===== config.mk =====
export PLATFORM = sky130hd
export DESIGN_NAME = ndef_record_encoder
export DESIGN_NICKNAME = d
export VERILOG_FILES = /design/src/design/ndef_enc_pkg.sv /design/src/design/ndef_record_encoder.sv
export SDC_FILE = /design/constraint.sdc
export NUM_CORES = 1
export LEC_CHECK = 0
export ABC_CLOCK_PERIOD_IN_PS = 4400
export BUFFER_PORTS_ARGS = -buffer_cell sky130_fd_sc_hd__buf_2
export CAP_MARGIN = 20
export CORE_MARGIN = 1
export CORE_UTILIZATION = 35
export DETAILED_ROUTE_END_ITERATION = 7
export SLEW_MARGIN = 0
export SYNTH_ARGS = -nofsm -noshare
export SYNTH_HDL_FRONTEND = slang
export SYNTH_SLANG_ARGS = --single-unit

===== constraint.sdc =====
create_clock -name i_clk -period 4.4 [get_ports i_clk]
set_input_delay 0.44 -clock i_clk [delete_from_list [all_inputs] [get_ports i_clk]]
set_output_delay 0.44 -clock i_clk [all_outputs]
set_load 0.005 [all_outputs]

===== src/design/ndef_enc_pkg.sv =====
// Package for the NDEF record encoder: register indexes, flag bits and sizes.
package ndef_enc_pkg;

    localparam int unsigned HDR_MAX    = 7;
    localparam int unsigned CNT_W      = $clog2(HDR_MAX + 1);
    localparam int unsigned LEFT_W     = 17;
    localparam int unsigned CFG_DATA_W = 16;
    localparam int unsigned CFG_IDX_W  = 3;

    localparam logic [7:0] FLAG_MB = 8'h80;
    localparam logic [7:0] FLAG_ME = 8'h40;
    localparam logic [7:0] FLAG_SR = 8'h10;
    localparam logic [7:0] FLAG_IL = 8'h08;

    localparam logic KIND_START   = 1'b0;
    localparam logic KIND_CONTENT = 1'b1;

    typedef enum logic [CFG_IDX_W-1:0] {
        CFG_NAME_FORMAT      = 3'd0,
        CFG_TYPE_LEN         = 3'd1,
        CFG_PAYLOAD_LEN      = 3'd2,
        CFG_IDENT_LEN        = 3'd3,
        CFG_FIRST_IN_MESSAGE = 3'd4,
        CFG_LAST_IN_MESSAGE  = 3'd5
    } t_cfg_index;

endpackage


===== src/design/ndef_record_encoder.sv =====
// Top level of the NDEF record encoder: header framing and content pass-through.
//
//  channel  | handshake                   | payload
//  ---------+-----------------------------+---------------------------------------------
//  input    | i_in_valid / o_in_ready     | i_kind, i_content_byte
//  result   | o_out_valid / i_out_ready   | o_out_byte, o_run_last, o_record_end,
//           |                             | o_overflow
//  config   | i_cfg_wr_en (no wait)       | i_cfg_index, i_cfg_data
//
// A content item yields one result byte, and the block takes one content item per cycle
// while the receiver takes every result. A start item yields three to seven header bytes,
// one per cycle from the result buffer while the receiver is ready.
// A new item is taken in the cycle that the last buffered result leaves, so there is no
// bubble between items. Reset is synchronous and active low; it clears the registers,
// the record state and the buffer count. A stalled result holds until it is taken.
module ndef_record_encoder
    import ndef_enc_pkg::*;
(
    input  logic                  i_clk,
    input  logic                  i_rst_n,
    // configuration writes
    input  logic                  i_cfg_wr_en,
    input  logic [CFG_IDX_W-1:0]  i_cfg_index,
    input  logic [CFG_DATA_W-1:0] i_cfg_data,
    // input items
    input  logic                  i_in_valid,
    output logic                  o_in_ready,
    input  logic                  i_kind,
    input  logic [7:0]            i_content_byte,
    // result items
    output logic                  o_out_valid,
    input  logic                  i_out_ready,
    output logic [7:0]            o_out_byte,
    output logic                  o_run_last,
    output logic                  o_record_end,
    output logic                  o_overflow
);

    // Configuration registers.
    logic [2:0]  r_name_format;
    logic [7:0]  r_type_len;
    logic [15:0] r_payload_len;
    logic [7:0]  r_ident_len;
    logic        r_first_in_message;
    logic        r_last_in_message;

    // Record state.
    logic [LEFT_W-1:0] r_bytes_left, n_bytes_left;
    logic              r_in_record,  n_in_record;

    // Result buffer: entry 0 is the byte on the output. The remaining count marks the
    // last entry, which carries the end-of-record and overflow marks of the whole run.
    logic [7:0]       r_buf [HDR_MAX];
    logic [7:0]       n_buf [HDR_MAX];
    logic [CNT_W-1:0] r_cnt, n_cnt;
    logic             r_end, n_end;
    logic             r_ovf, n_ovf;

    logic              accept;
    logic              pop;
    logic              short_form;
    logic              has_ident;
    logic [7:0]        flags;
    logic [LEFT_W-1:0] total;
    logic [7:0]        hdr [HDR_MAX];
    logic [CNT_W-1:0]  hdr_cnt;

    always_ff @(posedge i_clk) begin
        if (!i_rst_n) begin
            r_name_format      <= '0;
            r_type_len         <= '0;
            r_payload_len      <= '0;
            r_ident_len        <= '0;
            r_first_in_message <= 1'b0;
            r_last_in_message  <= 1'b0;
        end else if (i_cfg_wr_en) begin
            unique case (t_cfg_index'(i_cfg_index))
                CFG_NAME_FORMAT:      r_name_format      <= i_cfg_data[2:0];
                CFG_TYPE_LEN:         r_type_len         <= i_cfg_data[7:0];
                CFG_PAYLOAD_LEN:      r_payload_len      <= i_cfg_data;
                CFG_IDENT_LEN:        r_ident_len        <= i_cfg_data[7:0];
                CFG_FIRST_IN_MESSAGE: r_first_in_message <= i_cfg_data[0];
                CFG_LAST_IN_MESSAGE:  r_last_in_message  <= i_cfg_data[0];
                default: ;
            endcase
        end
    end

    // The buffer is free when it is empty or its last entry leaves this cycle.
    assign pop        = (r_cnt != '0) && i_out_ready;
    assign o_in_ready = (r_cnt == '0) || ((r_cnt == CNT_W'(1)) && i_out_ready);
    assign accept     = i_in_valid && o_in_ready;

    // Header layout. Short form: flags, type length, payload length, then the id length
    // if there is an id. Long form puts a four-byte big-endian length in the middle,
    // whose upper two bytes are always zero.
    assign short_form = (r_payload_len[15:8] == 8'd0);
    assign has_ident  = (r_ident_len != 8'd0);
    assign total      = LEFT_W'(r_type_len) + LEFT_W'(r_payload_len) + LEFT_W'(r_ident_len);

    always_comb begin
        flags = {5'd0, r_name_format};
        if (r_first_in_message) flags = flags | FLAG_MB;
        if (r_last_in_message)  flags = flags | FLAG_ME;
        if (short_form)         flags = flags | FLAG_SR;
        if (has_ident)          flags = flags | FLAG_IL;

        hdr[0] = flags;
        hdr[1] = r_type_len;
        hdr[2] = short_form ? r_payload_len[7:0] : 8'd0;
        hdr[3] = short_form ? r_ident_len        : 8'd0;
        hdr[4] = r_payload_len[15:8];
        hdr[5] = r_payload_len[7:0];
        hdr[6] = r_ident_len;
        hdr_cnt = (short_form ? CNT_W'(3) : CNT_W'(6)) + CNT_W'(has_ident);
    end

    always_comb begin
        n_buf        = r_buf;
        n_cnt        = r_cnt;
        n_end        = r_end;
        n_ovf        = r_ovf;
        n_bytes_left = r_bytes_left;
        n_in_record  = r_in_record;

        if (pop) begin
            for (int i = 0; i < HDR_MAX - 1; i++) begin
                n_buf[i] = r_buf[i+1];
            end
            n_cnt = r_cnt - CNT_W'(1);
        end

        if (accept) begin
            if (i_kind == KIND_START) begin
                // A start abandons any open record and takes the lengths as they are now.
                n_buf        = hdr;
                n_cnt        = hdr_cnt;
                n_end        = (total == '0);
                n_ovf        = 1'b0;
                n_bytes_left = total;
                n_in_record  = (total != '0);
            end else if (!r_in_record || (r_bytes_left == '0)) begin
                // Unexpected content: flagged, the record state stays as it is.
                n_buf[0] = 8'd0;
                n_cnt    = CNT_W'(1);
                n_end    = 1'b0;
                n_ovf    = 1'b1;
            end else begin
                n_buf[0]     = i_content_byte;
                n_cnt        = CNT_W'(1);
                n_end        = (r_bytes_left == LEFT_W'(1));
                n_ovf        = 1'b0;
                n_bytes_left = r_bytes_left - LEFT_W'(1);
                n_in_record  = (r_bytes_left != LEFT_W'(1));
            end
        end
    end

    always_ff @(posedge i_clk) begin
        if (!i_rst_n) begin
            r_cnt        <= '0;
            r_end        <= 1'b0;
            r_ovf        <= 1'b0;
            r_bytes_left <= '0;
            r_in_record  <= 1'b0;
        end else begin
            r_cnt        <= n_cnt;
            r_end        <= n_end;
            r_ovf        <= n_ovf;
            r_bytes_left <= n_bytes_left;
            r_in_record  <= n_in_record;
        end
    end

    always_ff @(posedge i_clk) begin
        r_buf <= n_buf;
    end

    assign o_out_valid  = (r_cnt != '0);
    assign o_out_byte   = r_buf[0];
    assign o_run_last   = (r_cnt == CNT_W'(1));
    assign o_record_end = o_run_last && r_end;
    assign o_overflow   = o_run_last && r_ovf;

endmodule


==> out/qor.yml, run 1 <==
status: "complete, no violations"
grt.total_usage: 0.175
maxSlewViolCount: 0
netlist_top_cells_area: "dfxtp_1, edfxtp_1, mux2i_1"
max_freq_mhz: 318
syn_to_final_growth_pct: 15.6
setup_ws_ps: 1250
io_buffers: 45
synthXorXnorAreaFrac: 0.0143
synth_top_area_frac: 0.327
synth_top_area_cell: "dfxtp_1"
grt_pass1_wl_um: 24100
syn_nets: 761
synth_compound_area_frac: 0.185
dieArea_um2: 18000
topRoutingLayerUsed: "met4"
chipHeight_um: 134
ctsHtreeMaxLevel: 4
finalSetupViolCount: 0
muxShareOfSynthArea: 0.0753
hold_viol_final: 0
wire_per_inst_um: 15.6
wirelength_met1_um: 7490
synth_ff_type: "dfxtp_1"
ys_seq_elements: 116
cp.required_ps: 4760
drc: 0
critPathArrivalTime_ps: 3510
critical_path.slowest_cell: "fa_1"
route.met2.wl_um: 6450
period_share: 0.715
cp-end-kind: "register"
dp_slack_ps: 1300
dpl.hpwl_um: 10600
clockBufferDepth: 2
drt.antenna.violating_nets: 0
antenna_found_initial: 0
io_pins: 46
die_x_um: 134
mostFrequentLayoutCell: "nand2_1"
cp_common_cell: "inv_1"
crit_type: "register to register"
crit_family: "simple AND/OR/NAND/NOR gates"
drt_first_iter_violations: 324
hp-class: "primary input to register"
p_per_area_nw_per_um2: 584
p_leak_nw: 2.91
fin_total_pwr_mw: 4.13
overflow: 0
max-slew-margin-rel: 0.412
critPathMaxStageDelay_ps: 420
layout_common_cells: "nand2_1, dfxtp_1, o21ai_0"
nets: 783
crit_path_cell_trace: "inv_1 -> fa_1 -> inv_1 -> ha_1 -> inv_1 -> fa_1 -> nand2b_1 -> a21oi_1 -> o31ai_1 -> nor4b_1 -> nand4_1 -> nor4b_2 -> a31o_1"
clk_latency_ps: 430
num_rows: 47
cts_tree: "done"
cts_setup_buffers: 0
wl_met3_um: 728
synth_edf_count: 16
drv_cap: 0
numClockSinks: 116
grt_start_max_net_pins: 52
synth-simple-area-share: 0.206
cp_max_fo: 5
core-area_um2: 16800
cts_buffers: 17
via_per_inst: 5.23
post_synth_fa_ha_maj_area_fraction: 0.0602
firstDrtPassIters: 5
cts.clk_slew.worst_paths_ps: 50
synth_top_family_by_area: "simple AND/OR/NAND/NOR gates"
vias: 5013
rsz0062_at_grt: "no"
grt_pass1_vias: 4531
yosysSeqAreaShare: 0.406
synth_cell_types: 63
crit_path_start_kind: "register"
fillerInstances: 1716
synthCells: 704
netlist_area_um2: 6110
postCtsHoldBufs: 0
min_period_ps: 3150
hold_ws_ps: 254
postSynthAreaPerCell_um2: 8.68
gp_congestion: 0.835
start_util: 0.363
tightest_slew_ps: 881
fin_tns_setup_ps: 0
diodes: 0
vdd_drop_max_uv: 464
drt-total-wl_um: 14900
synthArstFlopShare: 0
cts.root.buffer_cell: "clkbuf_16"
drive_above_1_share: 0.134
ys_warn_count: 0
cts-resized-gates: 0
finClkSkew_ps: 11.4
path_buf_inv: 3
==> synthesized netlist by cell type, types with 5 or more instances <==
library cell and number:
nor2b_1 13, buf_4 8, mux2i_1 46, nand3_1 31, a222oi_1 6, and3_1 6, fa_1 9, a22o_1 6
buf_2 10, clkbuf_1 26, xnor2_1 5, dfxtp_1 100, a21oi_1 14, edfxtp_1 16, nor3_1 7, nor2_1 38
xor2_1 5, a21boi_1 11, nand2b_1 5, a21boi_0 27, inv_1 24, o21ai_1 20, ha_1 15, and2_1 9
nand2_1 121, o21ai_0 49
==> stage by stage <==
stage | area, µm² | utilization | cells
global placement | 6430 | 0.382 | 927
global route | 7070 | 0.420 | 959
floorplan | 6110 | - | 704
finish | 7070 | 0.420 | 959
detailed placement | 6430 | 0.382 | 927
CTS | 7070 | 0.420 | 959
==> registers in the layout (all words and copies together), names as in the netlist <==
signal	flops
r_cnt	3
r_payload_len	16
r_end	1
r_name_format	3
r_in_record	1
r_bytes_left	17
r_last_in_message	1
r_type_len	8
o_out_byte	8
r_buf	48
r_ident_len	8
r_first_in_message	1
r_ovf	1
==> report_power, final <==
| part | total, mW | switching (mW) | leakage (nW) | internal (mW) |
|---|---|---|---|---|
| Sequential | 1.52 | 0.164 | 0.974 | 1.36 |
| Combinational | 1.11 | 0.641 | 1.62 | 0.472 |
| Clock | 1.49 | 0.486 | 0.317 | 1.00 |
==> metal layers <==
metal,GRT usage,vias to the layer above
met4,0.0787,0
met2,0.258,124
met3,0.0359,19
met1,0.246,2355
li1,-,2515
met5,0,-
==> logic make-up (layout without fill, tap and decap cells) <==
family | Yosys count | count (layout)
AOI/OAI and AO/OA | 172 | 172
and+or+nand+nor | 263 | 263
buffers and inverters | 73 | 108
adders and majority gates | 24 | 24
DFF | 116 | 116
muxes | 46 | 46
xor gates and xnor gates | 10 | 10
==> worst paths after layout <==
kind / start / to / slack, ps / cells past startpoint
min: i_cfg_data[8] / r_payload_len[8]$_SDFFE_PN0P_ / 250 / 3
max: r_ident_len[0]$_SDFFE_PN0P_ / r_end$_SDFFE_PN0P_ / 1250 / 13
min reg2reg: r_bytes_left[13]$_SDFFE_PN0P_ / r_bytes_left[13]$_SDFFE_PN0P_ / 460 / 2
max reg2reg: r_ident_len[0]$_SDFFE_PN0P_ / r_end$_SDFFE_PN0P_ / 1250 / 13
==> tightest hold or removal path: stages <==
cell and delay, ps:
buf_2 90, nand2_1 40, a21boi_1 50
==> area by class of cell <==
class,instances,area [µm²],area share
Clock buffer,23,488,0.0690
Clock inverter,9,149,0.0211
Inverter,25,93.8,0.0133
Multi-Input combinational cell,515,3310,0.468
Tap cell,220,275,0.0389
Sequential cell,116,2480,0.351
Timing Repair Buffer,51,270,0.0382
No activity file was read; power rests on OpenSTA's default activity.
==> run 2, diff against run 1 <==
--- a/config.mk
+++ b/config.mk
@@ -5,7 +5,7 @@
 export SDC_FILE = /design/constraint.sdc
 export NUM_CORES = 1
 export LEC_CHECK = 0
-export ABC_CLOCK_PERIOD_IN_PS = 4400
+export ABC_CLOCK_PERIOD_IN_PS = 2700
 export BUFFER_PORTS_ARGS = -buffer_cell sky130_fd_sc_hd__buf_2
 export CAP_MARGIN = 20
 export CORE_MARGIN = 1
==> constraint.sdc (replaced) <==
create_clock -name i_clk -period 2.7 [get_ports i_clk]
set_input_delay 0.27 -clock i_clk [delete_from_list [all_inputs] [get_ports i_clk]]
set_output_delay 0.27 -clock i_clk [all_outputs]
set_load 0.005 [all_outputs]
==> run 2 against run 1 <==
  * The run now ends with negative setup slack left
  * Clock power rose by 52%
  * Register-to-register slack got worse by 1400 ps
  * Maximum frequency rose by 12%
  * Clock skew barely moved
  * Sequential power rose by 62%
  * Total power rose by 62%
  * Routed wire length rose by 3.4%
==> out/qor.yml, run 2 (synthesis gave the netlist of run 1 again) <==
status: "complete, but fails checks"
violations: "negative setup slack"
start_util: 0.363  # unchanged
critPathMaxStageDelay_ps: 580  # +160 ps
grt.total_usage: 0.180  # +0.00499
crit_path_start_kind: "register"
cts_tree: "done"
grt_pass1_wl_um: 25000  # +3.8%
drc: 0  # unchanged
io_pins: 46  # unchanged
hold_viol_final: 0  # unchanged
p_per_area_nw_per_um2: 881  # +51%
wire_per_inst_um: 15.3  # -2.0%
crit_type: "register to register"
finalSetupViolCount: 3  # +3
period_share: 1.04  # +0.322
die_x_um: 134  # unchanged
drv_cap: 0  # unchanged
p_int_mw: 4.53  # +60%
drive_above_1_share: 0.221  # +0.0870
layout_common_cells: "nand2_1, dfxtp_1, buf_4"
maxSlewViolCount: 0  # unchanged
antenna_found_initial: 0  # unchanged
drt_first_iter_violations: 427  # +32%
fin_total_pwr_mw: 6.66  # +62%
io_buffers: 45  # unchanged
switching_share: 0.320  # +0.00742
gp_congestion: 0.849  # +1.6%
min_period_ps: 2800  # -346 ps
drt.antenna.violating_nets: 0  # unchanged
hold_ws_ps: 100  # -154 ps
nets: 837  # +6.9%
dpl.hpwl_um: 11100  # +5.0%
max-slew-margin-rel: 0.504  # +0.0915
fin_area_um2: 7560  # +7.0%
via_per_inst: 5.11  # -2.3%
crit_path_cell_trace: "fa_1 -> ha_4 -> inv_2 -> fa_2 -> buf_4 -> xor2_2 -> nand4b_1 -> nor4b_2 -> nand4_1 -> nor4b_4 -> a31o_1"
vdd_drop_max_uv: 773  # +67%
cts.clk_slew.worst_paths_ps: 50  # about the same
largest_register: "r_buf"
overflow: 0  # unchanged
firstDrtPassIters: 5  # unchanged
reg_top3: "r_buf (48), r_bytes_left (17), r_payload_len (16)"
mostFrequentLayoutCell: "nand2_1"
diodes: 0  # unchanged
critical_path.slowest_cell: "fa_1"
switching_power_mw: 2.13  # +65%
cts.root.buffer_cell: "clkbuf_16"
rsz0062_at_grt: "yes"
critPathArrivalTime_ps: 3150  # -360 ps
combPwrFrac: 0.290  # +0.020
largest_reg_flops: 48  # unchanged
setup_ws_ps: -99.8  # -1350 ps
p_leak_nw: 3.18  # +9.4%
vias: 5170  # +3.1%
rrSetupSlack_ps: -100  # -1350 ps
num_rows: 47  # unchanged
clockBufferDepth: 2  # unchanged
finClkSkew_ps: 11.3  # -0.129 ps
syn_to_final_growth_pct: 23.7
cp.required_ps: 3050  # -1710 ps
numClockSinks: 116  # unchanged
dp_slack_ps: -185  # -1480 ps
hp-class: "primary input to register"
cp-end-kind: "register"
seqPwrFrac: 0.371  # +0.002
clk_latency_ps: 420  # about the same
cp_max_fo: 2  # -3
ctsHtreeMaxLevel: 4  # unchanged
max_freq_mhz: 357  # +12%
grt_pass1_vias: 4782  # +5.5%
drt-total-wl_um: 15400  # +3.4%
chipHeight_um: 134  # unchanged
clkPwrFrac: 0.339  # -0.022
tightest_slew_ps: 741  # -140 ps
dieArea_um2: 18000  # unchanged
core-area_um2: 16800  # unchanged
grt_start_max_net_pins: 78  # +50%
place_area_um2: 6860  # +6.6%
cts_buffers: 17  # unchanged
postCtsHoldBufs: 0  # unchanged
## run 2: power groups by stage
stage	sequential [mW]	combinational, mW	clock (mW)
after floorplan	2.42	1.48	0
after global placement	2.50	1.89	0
after detailed placement	2.51	1.91	0
after CTS	2.47	1.92	2.31
after global routing	2.53	2.18	2.38
final	2.47	1.93	2.26
## run 2: repair_timing
action	in CTS	in global routing
pin swaps	10	14
endpoints found under the hold margin	0	0
endpoints found under the setup margin	6	9
buffers inserted	3	1
gates resized for setup	6	14
## run 2: layout make-up
cell class / instances / area, µm²
Clock buffer: 21 / 450
Clock inverter: 10 / 133
Fill cell: 1684 / 9260
Inverter: 25 / 93.8
Multi-Input combinational cell: 515 / 3440
Sequential cell: 116 / 2490
Tap cell: 220 / 275
Timing Repair Buffer: 105 / 688
## run 2: critical path, delay by kind of cell, from the launching register on
kind | cells | cell delay (ps)
AOI/OAI and AO/OA | 1 | 170
xor gates and xnor gates | 1 | 120
adders and majority gates | 3 | 1070
buffers and inverters | 2 | 180
DFF | 1 | 330
and+or+nand+nor | 4 | 860
## run 2: worst paths after layout
path	endpoint	from	depth (start not counted)
max	r_end$_SDFFE_PN0P_	r_ident_len[1]$_SDFFE_PN0P_	11
min reg2reg	r_bytes_left[13]$_SDFFE_PN0P_	r_bytes_left[13]$_SDFFE_PN0P_	2
min	r_payload_len[12]$_SDFFE_PN0P_	i_cfg_data[12]	3
max reg2reg	r_end$_SDFFE_PN0P_	r_ident_len[1]$_SDFFE_PN0P_	11
## run 2: per-layer routing
layer / share of wire / vias up / GRT usage
met5: 0 / - / 0
met4: 0.018 / 0 / 0.0674
met3: 0.049 / 22 / 0.0404
met2: 0.43 / 130 / 0.269
met1: 0.51 / 2397 / 0.253
li1: - / 2621 / -
## run 2: through the flow
| step | std cells | TNS, ps | util |
|---|---|---|---|
| 3_3_place_gp | 978 | -236 | 0.408 |
| 6_report | 1012 | -161 | 0.450 |
| 5_1_grt | 1012 | -915 | 0.450 |
| 4_1_cts | 1012 | -390 | 0.446 |
| 2_1_floorplan | 704 | -30.6 | - |
| 3_5_place_dp | 978 | -436 | 0.408 |
==> run 3, diff against run 2 <==
--- a/config.mk
+++ b/config.mk
@@ -5,7 +5,7 @@
 export SDC_FILE = /design/constraint.sdc
 export NUM_CORES = 1
 export LEC_CHECK = 0
-export ABC_CLOCK_PERIOD_IN_PS = 2700
+export ABC_CLOCK_PERIOD_IN_PS = 2450
 export BUFFER_PORTS_ARGS = -buffer_cell sky130_fd_sc_hd__buf_2
 export CAP_MARGIN = 20
 export CORE_MARGIN = 1
==> constraint.sdc (replaced) <==
create_clock -name i_clk -period 2.45 [get_ports i_clk]
set_input_delay 0.245 -clock i_clk [delete_from_list [all_inputs] [get_ports i_clk]]
set_output_delay 0.245 -clock i_clk [all_outputs]
set_load 0.005 [all_outputs]
==> run 3 against run 2 <==
  * The flow still finishes with violations (negative setup slack)
  * Clock skew down 4.8 ps
  * Largest power group unchanged
  * Sequential share of layout area shrank 0.82 points
  * Maximum frequency shrank 1.6%
  * Total power increased by 13%
  * Register-to-register slack worse by 300 ps
  * Core utilization rose by 1.2 points
  * Critical endpoint unchanged
==> out/qor.yml, run 3 (synthesis gave the netlist of run 1 again) <==
drv_cap: 0  # unchanged
fin_tns_setup_ps: -2730  # -2570 ps
cts_buffers: 17  # unchanged
tightest_slew_ps: 713  # -28.0 ps
cp-end-kind: "register"
period_share: 1.16  # +0.124
min_to: "r_payload_len[8]$_SDFFE_PN0P_"
critPathArrivalTime_ps: 3200  # +50 ps
numClockSinks: 116  # unchanged
vdd_drop_max_uv: 744  # -3.8%
fin_cells: 1027  # +1.5%
crit_path_start_kind: "register"
finClkSkew_ps: 6.48  # -4.77 ps
nets: 851  # +1.7%
largest_register: "r_buf"
ctsHtreeMaxLevel: 4  # unchanged
num_rows: 47  # unchanged
critPathMaxStageDelay_ps: 550  # -30 ps
cts_tree: "done"
crit_start: "r_ident_len[1]$_SDFFE_PN0P_"
dp_slack_ps: -440  # -255 ps
critical_path.slowest_cell: "fa_1"
drt-total-wl_um: 15800  # +2.3%
clockBufferDepth: 2  # unchanged
worst_r2r_startpoint: "r_ident_len[1]$_SDFFE_PN0P_"
crit_path_cell_trace: "fa_1 -> ha_2 -> inv_2 -> fa_2 -> buf_4 -> xor2_2 -> nand4b_1 -> nor4b_2 -> nand4_1 -> nor4b_4 -> a31o_1"
dieArea_um2: 18000  # unchanged
max-slew-margin-rel: 0.524  # +0.0205
mostFrequentLayoutCell: "nand2_1"
die_x_um: 134  # unchanged
setup_ws_ps: -395  # -295 ps
grt_pass1_vias: 4907  # +2.6%
vias: 5266  # +1.9%
max_freq_mhz: 352  # -1.6%
crit_family: "adder cells"
drt_first_iter_violations: 340  # -20%
start_util: 0.363  # unchanged
hold_viol_final: 0  # unchanged
min_period_ps: 2840  # +45.1 ps
drc: 0  # unchanged
fin_total_pwr_mw: 7.50  # +13%
diodes: 0  # unchanged
rsz0062_at_grt: "yes"
cts.root.buffer_cell: "clkbuf_16"
io_buffers: 45  # unchanged
syn_to_final_growth_pct: 26.9
place_inst: 989  # +1.1%
cp.required_ps: 2800  # -250 ps
dpl.hpwl_um: 11100  # +0.20%
fillerInstances: 1642  # -2.5%
r2r-end: "r_end$_SDFFE_PN0P_"
p_leak_nw: 3.31  # +3.9%
grt_pass1_wl_um: 25200  # +0.74%
wire_per_inst_um: 15.4  # +0.86%
hp-class: "primary input to register"
p_per_area_nw_per_um2: 967  # +9.7%
largest_reg_flops: 48  # unchanged
layout_common_cells: "nand2_1, dfxtp_1, buf_4"
status: "complete, but fails checks"
violations: "negative setup slack"
rrSetupSlack_ps: -390  # -300 ps
min_path_cells: 3  # unchanged
finalSetupViolCount: 15  # +12
cts.clk_slew.worst_paths_ps: 60  # about the same
drt.antenna.violating_nets: 0  # unchanged
gp_congestion: 0.868  # +2.2%
chipHeight_um: 134  # unchanged
io_pins: 46  # unchanged
core-area_um2: 16800  # unchanged
clk_latency_ps: 420  # about the same
firstDrtPassIters: 8  # +3
rr_worst_depth: 11  # unchanged
grt_start_max_net_pins: 72  # -7.7%
path_buf_inv: 2  # unchanged
cp_max_fo: 2  # unchanged
crit_type: "register to register"
maxSlewViolCount: 0  # unchanged
overflow: 0  # unchanged
drive_above_1_share: 0.244  # +0.0232
antenna_found_initial: 0  # unchanged
hp-start: "i_cfg_data[8]"
reg_top3: "r_buf (48), r_bytes_left (17), r_payload_len (16)"
grt.total_usage: 0.182  # +0.00131
via_per_inst: 5.13  # +0.37%
## run 3: worst max-delay path by stage
stage / endpoint / slack, ps / cells after the start
final: r_end$_SDFFE_PN0P_ / -390 / 11
after global routing: r_end$_SDFFE_PN0P_ / -540 / 11
after CTS: r_end$_SDFFE_PN0P_ / -400 / 11
after detailed placement: r_end$_SDFFE_PN0P_ / -440 / 11
after global placement: r_end$_SDFFE_PN0P_ / -390 / 13
after floorplan: r_end$_SDFFE_PN0P_ / -280 / 11
## run 3: per-layer routing
metal / global-route usage / wire length (µm)
met2: 0.278 / 6830
met3: 0.0431 / 952
met1: 0.248 / 7800
met4: 0.0674 / 219
met5: 0 / 0
## run 3: per-stage QoR
| step | hold slack [ps] | utilization | area (µm²) |
|---|---|---|---|
| floorplan | 380 | - | 6140 |
| global placement | 446 | 0.413 | 6940 |
| detailed placement | 450 | 0.413 | 6940 |
| CTS | 55.6 | 0.456 | 7670 |
| global route | 69.0 | 0.461 | 7760 |
| finish | 65.4 | 0.461 | 7760 |
## run 3: final cells by class
type	instances	area [µm²]	area share
inverters	25	93.8	0.0121
repair buffers	119	805	0.104
clock buffers	21	480	0.0619
clock inverters	11	148	0.0190
multi-input cells	515	3470	0.447
well taps	220	275	0.0355
flip-flops and latches	116	2490	0.321
## run 3: power by group
part	internal [mW]	total, mW	switching [mW]
Clock	1.71	2.61	0.905
Combinational	0.955	2.16	1.20
Sequential	2.44	2.73	0.288
## run 3: worst min-delay path, delay by kind of cell
| family | cells | cell delay, ps |
|---|---|---|
| compound gates | 1 | 50 |
| simple gates | 1 | 40 |
| buf+inv | 1 | 100 |
## run 3: repair_timing
item,CTS,global route
pin swaps,19,22
buffers inserted,4,4
endpoints found under the setup margin,13,15
resized for setup,17,14
hold buffers,0,0
